## config.mk

```make
export PLATFORM = sky130hd
export DESIGN_NAME = multi_stage_unit_occupancy_flat
export DESIGN_NICKNAME = d
export VERILOG_FILES = /design/src/msuo_pkg.sv /design/src/msuo_in_if.sv /design/src/msuo_out_if.sv /design/src/multi_stage_unit_occupancy.sv /design/src/msuo_cfg.sv /design/src/msuo_ctrl.sv /design/src/msuo_dp.sv /design/src/flat_wrapper.sv
export SDC_FILE = /design/constraint.sdc
export NUM_CORES = 1
export LEC_CHECK = 0
export BUFFER_PORTS_ARGS = -buffer_cell sky130_fd_sc_hd__buf_2
export CORE_ASPECT_RATIO = 0.6
export CORE_MARGIN = 8
export CORE_UTILIZATION = 30
export CTS_BUF_LIST = sky130_fd_sc_hd__clkbuf_4 sky130_fd_sc_hd__clkbuf_8
export CTS_CLUSTER_SIZE = 8
export DETAILED_ROUTE_END_ITERATION = 16
export SLEW_MARGIN = 20
export SYNTH_ARGS = -nofsm -noshare
export SYNTH_HDL_FRONTEND = slang
export SYNTH_SLANG_ARGS = --single-unit
```

## constraint.sdc

```tcl
create_clock -name clk -period 9 [get_ports clk]
set_clock_uncertainty 0.1 [all_clocks]
set_input_delay 1.8 -clock clk [delete_from_list [all_inputs] [get_ports clk]]
set_output_delay 1.8 -clock clk [all_outputs]
set_load 0.01 [all_outputs]
```

## src/msuo_pkg.sv

```systemverilog
// Package for the multi-stage unit occupancy tracker.
// Holds sizes, register and mode codes, shared structs and the stage cycle lookup.
// No dependencies; every other file of the block imports it.
package msuo_pkg;

    // Default sizes handed to the top level parameters
    localparam int DEF_MAX_UNITS   = 4;
    localparam int DEF_MAX_STAGES  = 4;
    localparam int DEF_INSTR_WIDTH = 32;

    // Beat payload widths
    localparam int WORD_W = 32;

    // Configuration register file
    localparam int DATA_W        = 32;
    localparam int CFG_ADDR_W    = 5;
    localparam int CFG_IDX_W     = 3;
    localparam int UNITS_W       = 3;
    localparam int NUM_UNIT_REGS = 4;
    localparam int UREG_W        = $clog2(NUM_UNIT_REGS);
    localparam int CYC_W         = 8;
    localparam int BYTES_PER_REG = DATA_W / CYC_W;

    localparam logic [CFG_IDX_W-1:0] REG_UNITS = 3'd0;
    localparam logic [CFG_IDX_W-1:0] REG_UNIT0 = 3'd1;
    localparam logic [CFG_IDX_W-1:0] REG_UNIT1 = 3'd2;
    localparam logic [CFG_IDX_W-1:0] REG_UNIT2 = 3'd3;
    localparam logic [CFG_IDX_W-1:0] REG_UNIT3 = 3'd4;

    localparam logic [UNITS_W-1:0] UNITS_RESET = 3'd1;
    localparam logic [DATA_W-1:0]  CYCLES_RESET = 32'd1;

    // Item modes
    localparam logic MODE_ISSUE = 1'b0;
    localparam logic MODE_TICK  = 1'b1;

    // Configuration seen by the datapath
    typedef struct packed {
        logic [UNITS_W-1:0]                   units_in_use;
        logic [NUM_UNIT_REGS-1:0][DATA_W-1:0] unit_cycles;
    } msuo_cfg_t;

    // Controller to datapath commands
    typedef struct packed {
        logic capture;   // latch the accepted input beat
        logic commit;    // update unit state and load the result register
    } msuo_cmd_t;

    // Cycle count of stage s of unit u; zero where no register byte exists
    function automatic logic [CYC_W-1:0] stage_cycles(msuo_cfg_t c, int u, int s);
        logic [DATA_W-1:0] r;
        r = '0;
        if (u < NUM_UNIT_REGS && s < BYTES_PER_REG)
        begin
            r = c.unit_cycles[u[UREG_W-1:0]];
            return r[s*CYC_W +: CYC_W];
        end
        return '0;
    endfunction

endpackage

```

## src/msuo_in_if.sv

```systemverilog
// Input channel of the occupancy tracker: valid/ready plus the item payload.
// Depends on msuo_pkg.
interface msuo_in_if;
    import msuo_pkg::*;

    logic              valid;
    logic              ready;
    logic              mode;
    logic [WORD_W-1:0] instr_word;

    modport source (output valid, output mode, output instr_word, input ready);
    modport sink   (input valid, input mode, input instr_word, output ready);
endinterface

```

## src/msuo_out_if.sv

```systemverilog
// Result channel of the occupancy tracker: valid/ready plus the result payload.
// Depends on msuo_pkg.
interface msuo_out_if;
    import msuo_pkg::*;

    logic              valid;
    logic              ready;
    logic              issue_ok;
    logic              stall_res;
    logic              wb_written;
    logic [WORD_W-1:0] wb_instr;
    logic              all_idle;

    modport source (output valid, output issue_ok, output stall_res, output wb_written,
                    output wb_instr, output all_idle, input ready);
    modport sink   (input valid, input issue_ok, input stall_res, input wb_written,
                    input wb_instr, input all_idle, output ready);
endinterface

```

## src/multi_stage_unit_occupancy.sv

```systemverilog
// Top level of the multi-stage unit occupancy tracker.
// Depends on msuo_pkg, msuo_in_if, msuo_out_if, msuo_cfg, msuo_ctrl and msuo_dp.
//
//   channel  dir  handshake       payload
//   item     in   valid/ready     mode, instr_word
//   result   out  valid/ready     issue_ok, stall_res, wb_written, wb_instr, all_idle
//   apb      in   psel/penable    paddr, pwdata, prdata (pready tied high)
//
// Each item is first captured from the input beat; then, in the execute state,
// all stages of all units update together and the result register loads.
// The result register sits between the sides: the next item is taken while a
// result beat still waits; a stalled result holds the item in its execute state.
// Reset (rst_n low, asynchronous) frees every stage and clears writeback.
module multi_stage_unit_occupancy #(
    parameter int MAX_UNITS   = msuo_pkg::DEF_MAX_UNITS,
    parameter int MAX_STAGES  = msuo_pkg::DEF_MAX_STAGES,
    parameter int INSTR_WIDTH = msuo_pkg::DEF_INSTR_WIDTH
) (
    input  logic                            clk,
    input  logic                            rst_n,
    msuo_in_if.sink                         item,
    msuo_out_if.source                      result,
    input  logic                            psel,
    input  logic                            penable,
    input  logic                            pwrite,
    input  logic [msuo_pkg::CFG_ADDR_W-1:0] paddr,
    input  logic [msuo_pkg::DATA_W-1:0]     pwdata,
    output logic [msuo_pkg::DATA_W-1:0]     prdata,
    output logic                            pready
);
    import msuo_pkg::*;

    msuo_cfg_t cfg;
    msuo_cmd_t cmd;

    msuo_cfg u_cfg (
        .clk     (clk),
        .rst_n   (rst_n),
        .psel    (psel),
        .penable (penable),
        .pwrite  (pwrite),
        .paddr   (paddr),
        .pwdata  (pwdata),
        .prdata  (prdata),
        .pready  (pready),
        .cfg     (cfg)
    );

    msuo_ctrl u_ctrl (
        .clk       (clk),
        .rst_n     (rst_n),
        .in_valid  (item.valid),
        .in_ready  (item.ready),
        .out_valid (result.valid),
        .out_ready (result.ready),
        .cmd       (cmd)
    );

    msuo_dp #(
        .MAX_UNITS   (MAX_UNITS),
        .MAX_STAGES  (MAX_STAGES),
        .INSTR_WIDTH (INSTR_WIDTH)
    ) u_dp (
        .clk        (clk),
        .rst_n      (rst_n),
        .cmd        (cmd),
        .cfg        (cfg),
        .mode       (item.mode),
        .instr_word (item.instr_word),
        .issue_ok   (result.issue_ok),
        .stall_res  (result.stall_res),
        .wb_written (result.wb_written),
        .wb_instr   (result.wb_instr),
        .all_idle   (result.all_idle)
    );

endmodule

```

## src/msuo_cfg.sv

```systemverilog
// APB-style configuration registers: unit count and per-unit stage cycle counts.
// Depends on msuo_pkg.
module msuo_cfg (
    input  logic                               clk,
    input  logic                               rst_n,
    input  logic                               psel,
    input  logic                               penable,
    input  logic                               pwrite,
    input  logic [msuo_pkg::CFG_ADDR_W-1:0]    paddr,
    input  logic [msuo_pkg::DATA_W-1:0]        pwdata,
    output logic [msuo_pkg::DATA_W-1:0]        prdata,
    output logic                               pready,
    output msuo_pkg::msuo_cfg_t                cfg
);
    import msuo_pkg::*;

    logic [UNITS_W-1:0]                   units_reg;
    logic [NUM_UNIT_REGS-1:0][DATA_W-1:0] cycles_reg;
    logic [CFG_IDX_W-1:0]                 idx;
    logic [UREG_W-1:0]                    ureg;
    logic                                 wr_en;

    assign pready = 1'b1;
    assign idx    = paddr[CFG_ADDR_W-1:2];
    assign ureg   = UREG_W'(idx - REG_UNIT0);
    assign wr_en  = psel && penable && pwrite;

    // register writes
    always_ff @(posedge clk or negedge rst_n)
    begin
        if (!rst_n)
        begin
            units_reg  <= UNITS_RESET;
            cycles_reg <= {NUM_UNIT_REGS{CYCLES_RESET}};
        end
        else if (wr_en)
        begin
            unique case (idx) inside
                REG_UNITS:
                begin
                    units_reg <= pwdata[UNITS_W-1:0];
                end
                REG_UNIT0, REG_UNIT1, REG_UNIT2, REG_UNIT3:
                begin
                    cycles_reg[ureg] <= pwdata;
                end
                default:
                begin
                end
            endcase
        end
    end

    // read mux
    always_comb
    begin
        prdata = '0;
        unique case (idx) inside
            REG_UNITS:                              prdata = DATA_W'(units_reg);
            REG_UNIT0, REG_UNIT1, REG_UNIT2, REG_UNIT3: prdata = cycles_reg[ureg];
            default:                                prdata = '0;
        endcase
    end

    assign cfg.units_in_use = units_reg;
    assign cfg.unit_cycles  = cycles_reg;

endmodule

```

## src/msuo_ctrl.sv

```systemverilog
// Controller of the occupancy tracker: input capture, execute, result register valid.
// Depends on msuo_pkg; drives commands into msuo_dp.
module msuo_ctrl (
    input  logic                 clk,
    input  logic                 rst_n,
    input  logic                 in_valid,
    output logic                 in_ready,
    output logic                 out_valid,
    input  logic                 out_ready,
    output msuo_pkg::msuo_cmd_t  cmd
);
    import msuo_pkg::*;

    localparam logic ST_IDLE = 1'b0;
    localparam logic ST_EXEC = 1'b1;

    logic state_reg, state_next;
    logic out_valid_reg, out_valid_next;
    logic out_free;

    assign out_free = !out_valid_reg || out_ready;
    assign in_ready = (state_reg == ST_IDLE);
    assign out_valid = out_valid_reg;

    // next state and commands
    always_comb
    begin
        state_next     = state_reg;
        out_valid_next = out_valid_reg && !out_ready;
        cmd.capture    = 1'b0;
        cmd.commit     = 1'b0;
        unique case (state_reg)
            ST_IDLE:
            begin
                if (in_valid)
                begin
                    cmd.capture = 1'b1;
                    state_next  = ST_EXEC;
                end
            end
            ST_EXEC:
            begin
                // commit only when the result register can take the beat
                if (out_free)
                begin
                    cmd.commit     = 1'b1;
                    out_valid_next = 1'b1;
                    state_next     = ST_IDLE;
                end
            end
            default:
            begin
                state_next = ST_IDLE;
            end
        endcase
    end

    always_ff @(posedge clk or negedge rst_n)
    begin
        if (!rst_n)
        begin
            state_reg     <= ST_IDLE;
            out_valid_reg <= 1'b0;
        end
        else
        begin
            state_reg     <= state_next;
            out_valid_reg <= out_valid_next;
        end
    end

endmodule

```

## src/msuo_dp.sv

```systemverilog
// Datapath of the occupancy tracker: stage busy bits, countdowns, words,
// writeback register, issue search, tick walk and result register.
// Depends on msuo_pkg; commanded by msuo_ctrl.
module msuo_dp #(
    parameter int MAX_UNITS   = msuo_pkg::DEF_MAX_UNITS,
    parameter int MAX_STAGES  = msuo_pkg::DEF_MAX_STAGES,
    parameter int INSTR_WIDTH = msuo_pkg::DEF_INSTR_WIDTH
) (
    input  logic                          clk,
    input  logic                          rst_n,
    input  msuo_pkg::msuo_cmd_t           cmd,
    input  msuo_pkg::msuo_cfg_t           cfg,
    input  logic                          mode,
    input  logic [msuo_pkg::WORD_W-1:0]   instr_word,
    output logic                          issue_ok,
    output logic                          stall_res,
    output logic                          wb_written,
    output logic [msuo_pkg::WORD_W-1:0]   wb_instr,
    output logic                          all_idle
);
    import msuo_pkg::*;

    // held input beat
    logic                   mode_reg;
    logic [INSTR_WIDTH-1:0] word_in_reg;
    logic [63:0]            word_in_wide;

    // unit state
    logic                   busy_reg  [MAX_UNITS][MAX_STAGES];
    logic                   busy_next [MAX_UNITS][MAX_STAGES];
    logic [CYC_W-1:0]       cd_reg    [MAX_UNITS][MAX_STAGES];
    logic [CYC_W-1:0]       cd_next   [MAX_UNITS][MAX_STAGES];
    logic [INSTR_WIDTH-1:0] word_reg  [MAX_UNITS][MAX_STAGES];
    logic [INSTR_WIDTH-1:0] word_next [MAX_UNITS][MAX_STAGES];
    logic [INSTR_WIDTH-1:0] wb_reg, wb_next;
    logic [63:0]            wb_wide;

    // walk helpers; the extra slot past the last stage stands for "no stage"
    logic pres     [MAX_UNITS][MAX_STAGES+1];
    logic last     [MAX_UNITS][MAX_STAGES];
    logic after    [MAX_UNITS][MAX_STAGES+1];
    logic moved_in [MAX_UNITS][MAX_STAGES+1];
    logic retire   [MAX_UNITS][MAX_STAGES];

    // result register
    logic issue_ok_reg, issue_ok_next;
    logic stall_reg, stall_next;
    logic wrote_reg, wrote_next;
    logic idle_reg, idle_next;

    assign word_in_wide = 64'(instr_word);

    // capture the accepted beat
    always_ff @(posedge clk)
    begin
        if (cmd.capture)
        begin
            mode_reg    <= mode;
            word_in_reg <= word_in_wide[INSTR_WIDTH-1:0];
        end
    end

    // present stages: unit within the count and an unbroken run of nonzero cycle bytes
    always_comb
    begin
        logic run;
        run = 1'b0;
        for (int u = 0; u < MAX_UNITS; u++)
        begin
            run = (u < int'(cfg.units_in_use));
            for (int s = 0; s < MAX_STAGES; s++)
            begin
                run = run && (stage_cycles(cfg, u, s) != '0);
                pres[u][s] = run;
            end
            pres[u][MAX_STAGES] = 1'b0;
            for (int s = 0; s < MAX_STAGES; s++)
            begin
                last[u][s] = pres[u][s] && !pres[u][s+1];
            end
        end
    end

    // tick walk: last stage to first, a stage sees the next one after its own update
    always_comb
    begin
        for (int u = 0; u < MAX_UNITS; u++)
        begin
            after[u][MAX_STAGES]    = 1'b1;
            moved_in[u][MAX_STAGES] = 1'b0;
            for (int s = MAX_STAGES - 1; s >= 0; s--)
            begin
                after[u][s]    = busy_reg[u][s];
                moved_in[u][s] = 1'b0;
                retire[u][s]   = 1'b0;
            end
            for (int s = MAX_STAGES - 1; s >= 0; s--)
            begin
                if (pres[u][s] && busy_reg[u][s] && (cd_reg[u][s] == '0)
                    && (last[u][s] || !after[u][s+1]))
                begin
                    after[u][s] = 1'b0;
                    if (last[u][s])
                    begin
                        retire[u][s] = 1'b1;
                    end
                    else
                    begin
                        moved_in[u][s+1] = 1'b1;
                    end
                end
            end
        end
    end

    // next unit state and result fields
    always_comb
    begin
        logic found;
        logic any_busy;
        found         = 1'b0;
        any_busy      = 1'b0;
        busy_next     = busy_reg;
        cd_next       = cd_reg;
        word_next     = word_reg;
        wb_next       = wb_reg;
        issue_ok_next = 1'b0;
        stall_next    = 1'b0;
        wrote_next    = 1'b0;

        if (mode_reg == MODE_TICK)
        begin
            for (int u = 0; u < MAX_UNITS; u++)
            begin
                for (int s = 0; s < MAX_STAGES; s++)
                begin
                    busy_next[u][s] = after[u][s] || moved_in[u][s];
                    if (moved_in[u][s])
                    begin
                        cd_next[u][s] = CYC_W'(stage_cycles(cfg, u, s) - 1'b1);
                    end
                    else if (pres[u][s] && busy_reg[u][s] && (cd_reg[u][s] != '0))
                    begin
                        cd_next[u][s] = CYC_W'(cd_reg[u][s] - 1'b1);
                    end
                    // higher units come later, so the last retiring unit wins
                    if (retire[u][s])
                    begin
                        wb_next    = word_reg[u][s];
                        wrote_next = 1'b1;
                    end
                end
                for (int s = 1; s < MAX_STAGES; s++)
                begin
                    if (moved_in[u][s])
                    begin
                        word_next[u][s] = word_reg[u][s-1];
                    end
                end
            end
        end
        else
        begin
            // issue into the first present unit with a free first stage
            for (int u = 0; u < MAX_UNITS; u++)
            begin
                if (!found && pres[u][0] && !busy_reg[u][0])
                begin
                    found           = 1'b1;
                    busy_next[u][0] = 1'b1;
                    cd_next[u][0]   = CYC_W'(stage_cycles(cfg, u, 0) - 1'b1);
                    word_next[u][0] = word_in_reg;
                end
            end
            issue_ok_next = found;
            stall_next    = !found;
        end

        // idle check over present stages only
        for (int u = 0; u < MAX_UNITS; u++)
        begin
            for (int s = 0; s < MAX_STAGES; s++)
            begin
                if (pres[u][s] && busy_next[u][s])
                begin
                    any_busy = 1'b1;
                end
            end
        end
        idle_next = !any_busy;
    end

    // control-side state: busy bits, countdowns, writeback
    always_ff @(posedge clk or negedge rst_n)
    begin
        if (!rst_n)
        begin
            for (int u = 0; u < MAX_UNITS; u++)
            begin
                for (int s = 0; s < MAX_STAGES; s++)
                begin
                    busy_reg[u][s] <= 1'b0;
                    cd_reg[u][s]   <= '0;
                end
            end
            wb_reg <= '0;
        end
        else if (cmd.commit)
        begin
            busy_reg <= busy_next;
            cd_reg   <= cd_next;
            wb_reg   <= wb_next;
        end
    end

    // stage words and result payload
    always_ff @(posedge clk)
    begin
        if (cmd.commit)
        begin
            word_reg     <= word_next;
            issue_ok_reg <= issue_ok_next;
            stall_reg    <= stall_next;
            wrote_reg    <= wrote_next;
            idle_reg     <= idle_next;
        end
    end

    assign wb_wide    = 64'(wb_reg);
    assign issue_ok   = issue_ok_reg;
    assign stall_res  = stall_reg;
    assign wb_written = wrote_reg;
    assign wb_instr   = wb_wide[WORD_W-1:0];
    assign all_idle   = idle_reg;

endmodule
```

## src/flat_wrapper.sv

```systemverilog
// flat-port wrapper written by rule: the top's interface ports become plain ports
module multi_stage_unit_occupancy_flat import msuo_pkg::*;
#(
    parameter int MAX_UNITS   = msuo_pkg::DEF_MAX_UNITS,
    parameter int MAX_STAGES  = msuo_pkg::DEF_MAX_STAGES,
    parameter int INSTR_WIDTH = msuo_pkg::DEF_INSTR_WIDTH
)
  (clk, rst_n, psel, penable, pwrite, paddr, pwdata, prdata, pready, item_valid, item_mode, item_instr_word, item_ready, result_valid, result_issue_ok, result_stall_res, result_wb_written, result_wb_instr, result_all_idle, result_ready);
  msuo_in_if item_i ();
  msuo_out_if result_i ();
  input  logic clk;
  input  logic rst_n;
  input  logic psel;
  input  logic penable;
  input  logic pwrite;
  input  logic [msuo_pkg::CFG_ADDR_W-1:0] paddr;
  input  logic [msuo_pkg::DATA_W-1:0] pwdata;
  output logic [msuo_pkg::DATA_W-1:0] prdata;
  output logic pready;
  input wire logic [$bits(item_i.valid)-1:0] item_valid;
  input wire logic [$bits(item_i.mode)-1:0] item_mode;
  input wire logic [$bits(item_i.instr_word)-1:0] item_instr_word;
  output wire logic [$bits(item_i.ready)-1:0] item_ready;
  output wire logic [$bits(result_i.valid)-1:0] result_valid;
  output wire logic [$bits(result_i.issue_ok)-1:0] result_issue_ok;
  output wire logic [$bits(result_i.stall_res)-1:0] result_stall_res;
  output wire logic [$bits(result_i.wb_written)-1:0] result_wb_written;
  output wire logic [$bits(result_i.wb_instr)-1:0] result_wb_instr;
  output wire logic [$bits(result_i.all_idle)-1:0] result_all_idle;
  input wire logic [$bits(result_i.ready)-1:0] result_ready;
  assign item_i.valid = item_valid;
  assign item_i.mode = item_mode;
  assign item_i.instr_word = item_instr_word;
  assign item_ready = item_i.ready;
  assign result_valid = result_i.valid;
  assign result_issue_ok = result_i.issue_ok;
  assign result_stall_res = result_i.stall_res;
  assign result_wb_written = result_i.wb_written;
  assign result_wb_instr = result_i.wb_instr;
  assign result_all_idle = result_i.all_idle;
  assign result_i.ready = result_ready;
  multi_stage_unit_occupancy #(.MAX_UNITS(MAX_UNITS), .MAX_STAGES(MAX_STAGES), .INSTR_WIDTH(INSTR_WIDTH)) u_core (.clk(clk), .rst_n(rst_n), .item(item_i), .result(result_i), .psel(psel), .penable(penable), .pwrite(pwrite), .paddr(paddr), .pwdata(pwdata), .prdata(prdata), .pready(pready));
endmodule
```

==> reports/qor.yml, run 1 <==
outcome:
  status: "finished clean"
logic_synthesis:
  syn_area_mm2: 0.0398
  async_reset_ff_share_pct: 36.0
  yosysUniqueCellTypes: 80
  synth-seq-cells: 858
  syn_nets: 3377
  synth_ff_type: "edfxtp_1"
  ys_warn_count: 0
  ys_seq_area_share_pct: 60.9
  avgSynthCellArea_um2: 12.1
  synth_cells: 3278
  synth_edf_count: 549
critical_path:
  crit_path_end_kind: "output pin"
  crit_fanout: 36
  critPathKind: "in2out"
  crit_slowest_cell: "ha_2"
  worstSetupStartpointType: "input port"
  crit_family: "buffers and inverters"
  required_ns: 7.10
  worst-endpoint-arrival_ns: 4.83
  critPathBufInv: 5
  crit_chain: "buf_2 > buf_4 > inv_1 > ha_2 > buf_4 > mux4_2 > and2_1 > buf_2"
  cpPeakStageDelay_ns: 0.93
cells_and_area:
  fin_area_mm2: 0.0456
  num-fill-cells: 12872
  final_layout_size_suffix_gt1_share_pct: 20.1
  largest_reg_flops: 512
  area_delta_synth_final_pct: 14.7
  final_cell_mix: "549 x edfxtp_1, 304 x dfrtp_1, 237 x nor2_1"
  fin_nets: 3546
  final_common_cell: "edfxtp_1"
  utilization_pct: 34.7
grt:
  grt_max_degree: 134
  grtUsageTotal_pct: 16.4
  grt_remaining_overflow: 0
  grt_pass1_wl_um: 183000
  grt_pass1_vias: 27043
  antenna_found_initial: 20
cts:
  post_cts_buffers: 0
  htree_levels: 4
  cts_buffers: 141
  ctsResizeCount: 0
  cts_hold_buffers: 0
  clk_latency_ns: 0.85
  clk_pin_slew_worst_paths_ns: 0.06
  clk_path_buf_depth: 3
  cts.sinks: 858
  tritoncts: "yes"
  ctsRootBufferMaster: "clkbuf_8"
power:
  p_leak_uw: 0.0170
  vdd_ir_drop_max_uv: 172
  power.internal_uw: 7470
  cellPowerDensity_mw_per_mm2: 248
  power_frac_seq_pct: 46.0
  switchingPower_uw: 3840
  clkPwrFrac_pct: 31.3
  switching_share_pct: 33.9
  power_frac_comb_pct: 22.7
detailed_routing:
  drt-pass1-iter-count: 6
  dr_total_vias: 29395
  drc: 0
  via_per_inst: 5.51
  postRouteAntennaNets: 0
  drt_iter0_drc: 3836
  routed_wl_um: 123000
  wl_per_cell_um: 23.1
sta:
  setup_violations: 0
  fin_crit_ns: 6.73
  slew_headroom_pct: 18.6
  fin_tns_setup_ns: 0
  slew_viol_final: 0
  rsz0062_at_grt: "no"
  final-hold-violation-count: 0
  clock.fmax_mhz: 149
  worst_pin_slew_ns: 1.21
  finalCritPeriodShare_pct: 74.7
  whs_ns: 0.317
floorplan:
  die_w_um: 486
  start_util_pct: 30.2
  die_y_um: 298
  ios: 148
  fp.dieArea_mm2: 0.145
  coreArea_mm2: 0.132
  rows: 103
place:
  gp_congestion: 0.883
  portBuffers: 144
  placed_cell_area_mm2: 0.0427
  hpwlAfterDp_um: 87200
job:
  drv_cap: 0
worst_hold_path:
  hold_class: "reg2reg"
## per-stage QoR
step / worst slack, ns / power [uW] / instances
after detailed placement: 2.23 / 7770 / 5087
final: 2.27 / 11300 / 5338
after global placement: 2.28 / 7710 / 5087
after global routing: 2.09 / 11900 / 5330
after CTS: 2.23 / 11300 / 5327
after floorplan: 2.25 / 6710 / 3278
## power groups by stage
stage          Combinational [uW]  Sequential, uW  Clock [uW]
5_1_grt                      2820            5250        3800
6_report                     2570            5200        3540
4_1_cts                      2530            5180        3630
2_1_floorplan                1680            5030           0
3_3_place_gp                 2460            5240           0
3_5_place_dp                 2510            5260           0
## layout make-up
type | count | area, um2 | area share (%)
inverters | 34 | 128 | 0.280
multi-input cells | 2200 | 14900 | 32.6
repair buffers | 212 | 1280 | 2.80
well taps | 1785 | 2230 | 4.89
diodes | 9 | 22.5 | 0.0494
clock buffers | 208 | 2560 | 5.60
clock inverters | 32 | 297 | 0.650
flip-flops and latches | 858 | 24200 | 53.1
## cell families (layout without fill, tap and decap cells)
logic type	count (synthesis)	count (layout)	share of synthesized area, %
adders and majority gates	22	22	0.692
muxes	295	295	8.97
xor gates and xnor gates	22	22	0.484
DFF	858	858	60.9
buffers and inverters	220	486	2.14
other	1	10	0.00942
and+or+nand+nor	932	932	11.4
AOI/OAI and AO/OA	928	928	15.4
## per-layer routing
metal / share of wire (%) / vias to the layer above / wire [um] / track usage (%)
met4: 1.5 / 12 / 1830 / 3.56
met5: 0.062 / - / 77 / 0
met1: 48 / 14467 / 58900 / 25.9
met3: 13 / 160 / 15800 / 5.93
li1: - / 13191 / - / -
met2: 38 / 1565 / 46600 / 20.6
## path summary, 6_finish.rpt
path	endpoint	from	slack, ns	depth (start not counted)
max	prdata[4]	paddr[2]	2.27	8
min	u_core.u_dp.word_reg[141]	u_core.u_dp.word_reg[173]	0.32	0
max reg2reg	u_core.u_dp.cd_reg[86]	u_core.u_dp.cd_reg[65]	3.55	12
min reg2reg	u_core.u_dp.word_reg[141]	u_core.u_dp.word_reg[173]	0.32	0
max in group asynchronous	u_core.u_dp.cd_reg[49]	rst_n	6.35	2
min in group asynchronous	u_core.u_dp.cd_reg[64]	rst_n	0.93	1
## cells in the mapped netlist, types with 33 or more instances
master    instances  share of area [%]
nor4_1           40               0.63
nor2_1          248                2.3
or4_1            38               0.72
nand3_1          67               0.84
a221oi_1         44               0.97
nor3_1          132                1.7
nand2_1         222                2.1
o21ai_0         211                2.7
mux2_2          170                4.8
a21oi_1         235                3.0
clkbuf_1        147                1.4
and2_1           42               0.66
o22ai_1          48               0.75
inv_1            33               0.31
dfrtp_1         304                 19
edfxtp_1        549                 41
a22oi_1          52               0.98
mux2i_1          91                2.3
o221ai_1         64                1.4
nand4_1          33               0.52
(Power assumes the default switching activity.)
==> inputs of run 2 (changes only) <==
Clock period 9 ns to 6.75 ns, I/O delays scaled along.
==> reports/qor.yml, run 2 (synthesis gave the netlist of run 1 again) <==
outcome:
  status: "finished clean"
critical_path:
  worstRegToRegCells: 12  # unchanged
  crit_path_end_kind: "output pin"
  worstSetupStartpointType: "input port"
  crit_chain: "buf_2 > inv_1 > ha_2 > buf_4 > mux4_2 > and2_1 > buf_2"
  crit_slowest_cell: "ha_2"
  crit_fanout: 17  # -53%
  cpMostUsedCell: "buf_2"
  r2r_slack_ns: 1.35  # -2.20 ns
  cpPeakStageDelay_ns: 0.71  # -0.22 ns
  worst-endpoint-arrival_ns: 4.12  # -0.71 ns
  r2r-end: "u_core.u_dp.cd_reg[86]"
  required_ns: 5.30  # -1.80 ns
  critPathKind: "in2out"
  timing.rr.start: "u_core.u_dp.cd_reg[65]"
power:
  p_total_uw: 14900  # +32%
  switching_share_pct: 33.7  # -0.23 points
  vdd_ir_drop_max_uv: 121  # -30%
  switchingPower_uw: 5030  # +31%
  clkPwrFrac_pct: 30.6  # -0.7 points
  power_frac_seq_pct: 46.4  # +0.4 points
  p_leak_uw: 0.0170  # about the same
  power_frac_comb_pct: 23.0  # +0.3 points
  cellPowerDensity_mw_per_mm2: 327  # +32%
  power.internal_uw: 9890  # +32%
floorplan:
  coreArea_mm2: 0.132  # unchanged
  die_w_um: 486  # unchanged
  die_y_um: 298  # unchanged
  ios: 148  # unchanged
  fp.dieArea_mm2: 0.145  # unchanged
  start_util_pct: 30.2  # unchanged
  rows: 103  # unchanged
sta:
  fin_ws_ns: 1.18  # -1.09 ns
  setup_violations: 0  # unchanged
  clock.fmax_mhz: 180
  final-hold-violation-count: 0  # unchanged
  fin_crit_ns: 5.57
  worst_pin_slew_ns: 1.11  # -0.0998 ns
  finalCritPeriodShare_pct: 82.5
  rsz0062_at_grt: "no"
  slew_headroom_pct: 25.8  # +7.2 points
  fin_tns_setup_ns: 0  # unchanged
  slew_viol_final: 0  # unchanged
worst_hold_path:
  min_to: "u_core.u_dp.word_reg[463]"
  hold_path_startpoint: "u_core.u_dp.word_reg[495]"
  worstHoldPathCells: 0  # unchanged
  hold_class: "reg2reg"
grt:
  grt_use_met2_pct: 20.5  # -0.067 points
  grt_pass1_vias: 27078  # +0.13%
  grtUsageTotal_pct: 16.2  # -0.17 points
  grt_pass1_wl_um: 182000  # -0.95%
  use_met1_pct: 25.7  # -0.28 points
  antenna_found_initial: 17  # -15%
  grt_remaining_overflow: 0  # unchanged
  grt_max_degree: 143  # +6.7%
  use_met3_pct: 5.58  # -0.35 points
  grt_busiest_layer: "met1"
cells_and_area:
  final_layout_size_suffix_gt1_share_pct: 20.1  # -0.023 points
  fin_nets: 3553  # +0.20%
  largest_reg_flops: 512  # unchanged
  fin_area_mm2: 0.0456  # -0.12%
  area_delta_synth_final_pct: 14.5
  final_common_cell: "edfxtp_1"
  final_cell_mix: "549 x edfxtp_1, 304 x dfrtp_1, 237 x nor2_1"
place:
  gp_congestion: 0.879  # -0.45%
  hpwlAfterDp_um: 87600  # +0.42%
  placed_cell_area_mm2: 0.0428  # +0.16%
  dp_slack_ns: 1.09  # -1.14 ns
  portBuffers: 144  # unchanged
detailed_routing:
  drt-pass1-iter-count: 8  # +2
  via_per_inst: 5.49  # -0.36%
  wl_per_cell_um: 22.7  # -1.5%
  routed_wl_um: 122000  # -1.4%
  dr_total_vias: 29333  # -0.21%
  drt_iter0_drc: 3489  # -9.0%
  postRouteAntennaNets: 0  # unchanged
  drc: 0  # unchanged
cts:
  ctsResizeCount: 0  # unchanged
  cts_buffers: 140  # -0.71%
  ctsRootBufferMaster: "clkbuf_8"
  clk_path_buf_depth: 3  # unchanged
  post_cts_buffers: 0  # unchanged
  clk_pin_slew_worst_paths_ns: 0.06  # about the same
  tritoncts: "yes"
  clk_latency_ns: 0.85  # about the same
  cts.sinks: 858  # unchanged
  htree_levels: 4  # unchanged
  cts_hold_buffers: 0  # unchanged
job:
  drv_cap: 0  # unchanged
## run 2: cell count changes in the layout (fill, tap and decap cells not counted), sizes merged
cell / delta
clkinv: +1
inv: -2
bufinv: -1
clkinvlp: +2
clkbuf: +1
buf: +8
diode: -1
## run 2: metrics by stage
stage / utilization (%) / hold slack, ns / cells
after floorplan: - / 0.317 / 3278
after global placement: 32.5 / 0.322 / 5096
after detailed placement: 32.5 / 0.325 / 5096
after CTS: 34.6 / 0.333 / 5337
after global routing: 34.6 / 0.345 / 5338
final: 34.6 / 0.326 / 5346
## run 2: layout make-up
type,instances,area (um2)
tap,1785,2230
sequential,858,24200
inverter,34,128
timing repair buffer,220,1330
clock inverter,32,219
clock buffer,209,2530
fill,12851,86000
multi-input combinational,2200,14900
antenna,8,20.0
## run 2: worst max-delay path, delay by kind of cell
| kind | cells | cell delay, ns |
|---|---|---|
| AND/OR/NAND/NOR | 1 | 0.19 |
| multiplexers | 1 | 0.61 |
| buffers and inverters | 4 | 1.23 |
| adder cells (fa/ha/maj) | 1 | 0.71 |
## run 2: worst max-delay path by stage
stage	start	endpoint	slack, ns
finish	paddr[2]	prdata[22]	1.18
global placement	paddr[2]	prdata[23]	1.15
CTS	paddr[2]	prdata[23]	1.08
detailed placement	paddr[2]	prdata[23]	1.09
floorplan	paddr[2]	prdata[26]	0.90
global route	paddr[2]	prdata[23]	0.98
## run 2: routing by layer
layer | up-vias | part of all wire [%]
met5 | - | 0.064
met1 | 14512 | 48
met3 | 157 | 12
li1 | 13202 | -
met4 | 12 | 1.6
met2 | 1450 | 38
## run 2: power groups by stage
| stage | clock network (uW) | registers (uW) | logic [uW] |
|---|---|---|---|
| after floorplan | 0 | 6710 | 2240 |
| after global placement | 0 | 6980 | 3300 |
| after detailed placement | 0 | 7000 | 3370 |
| after CTS | 4690 | 6900 | 3380 |
| after global routing | 4920 | 7000 | 3770 |
| final | 4570 | 6930 | 3430 |
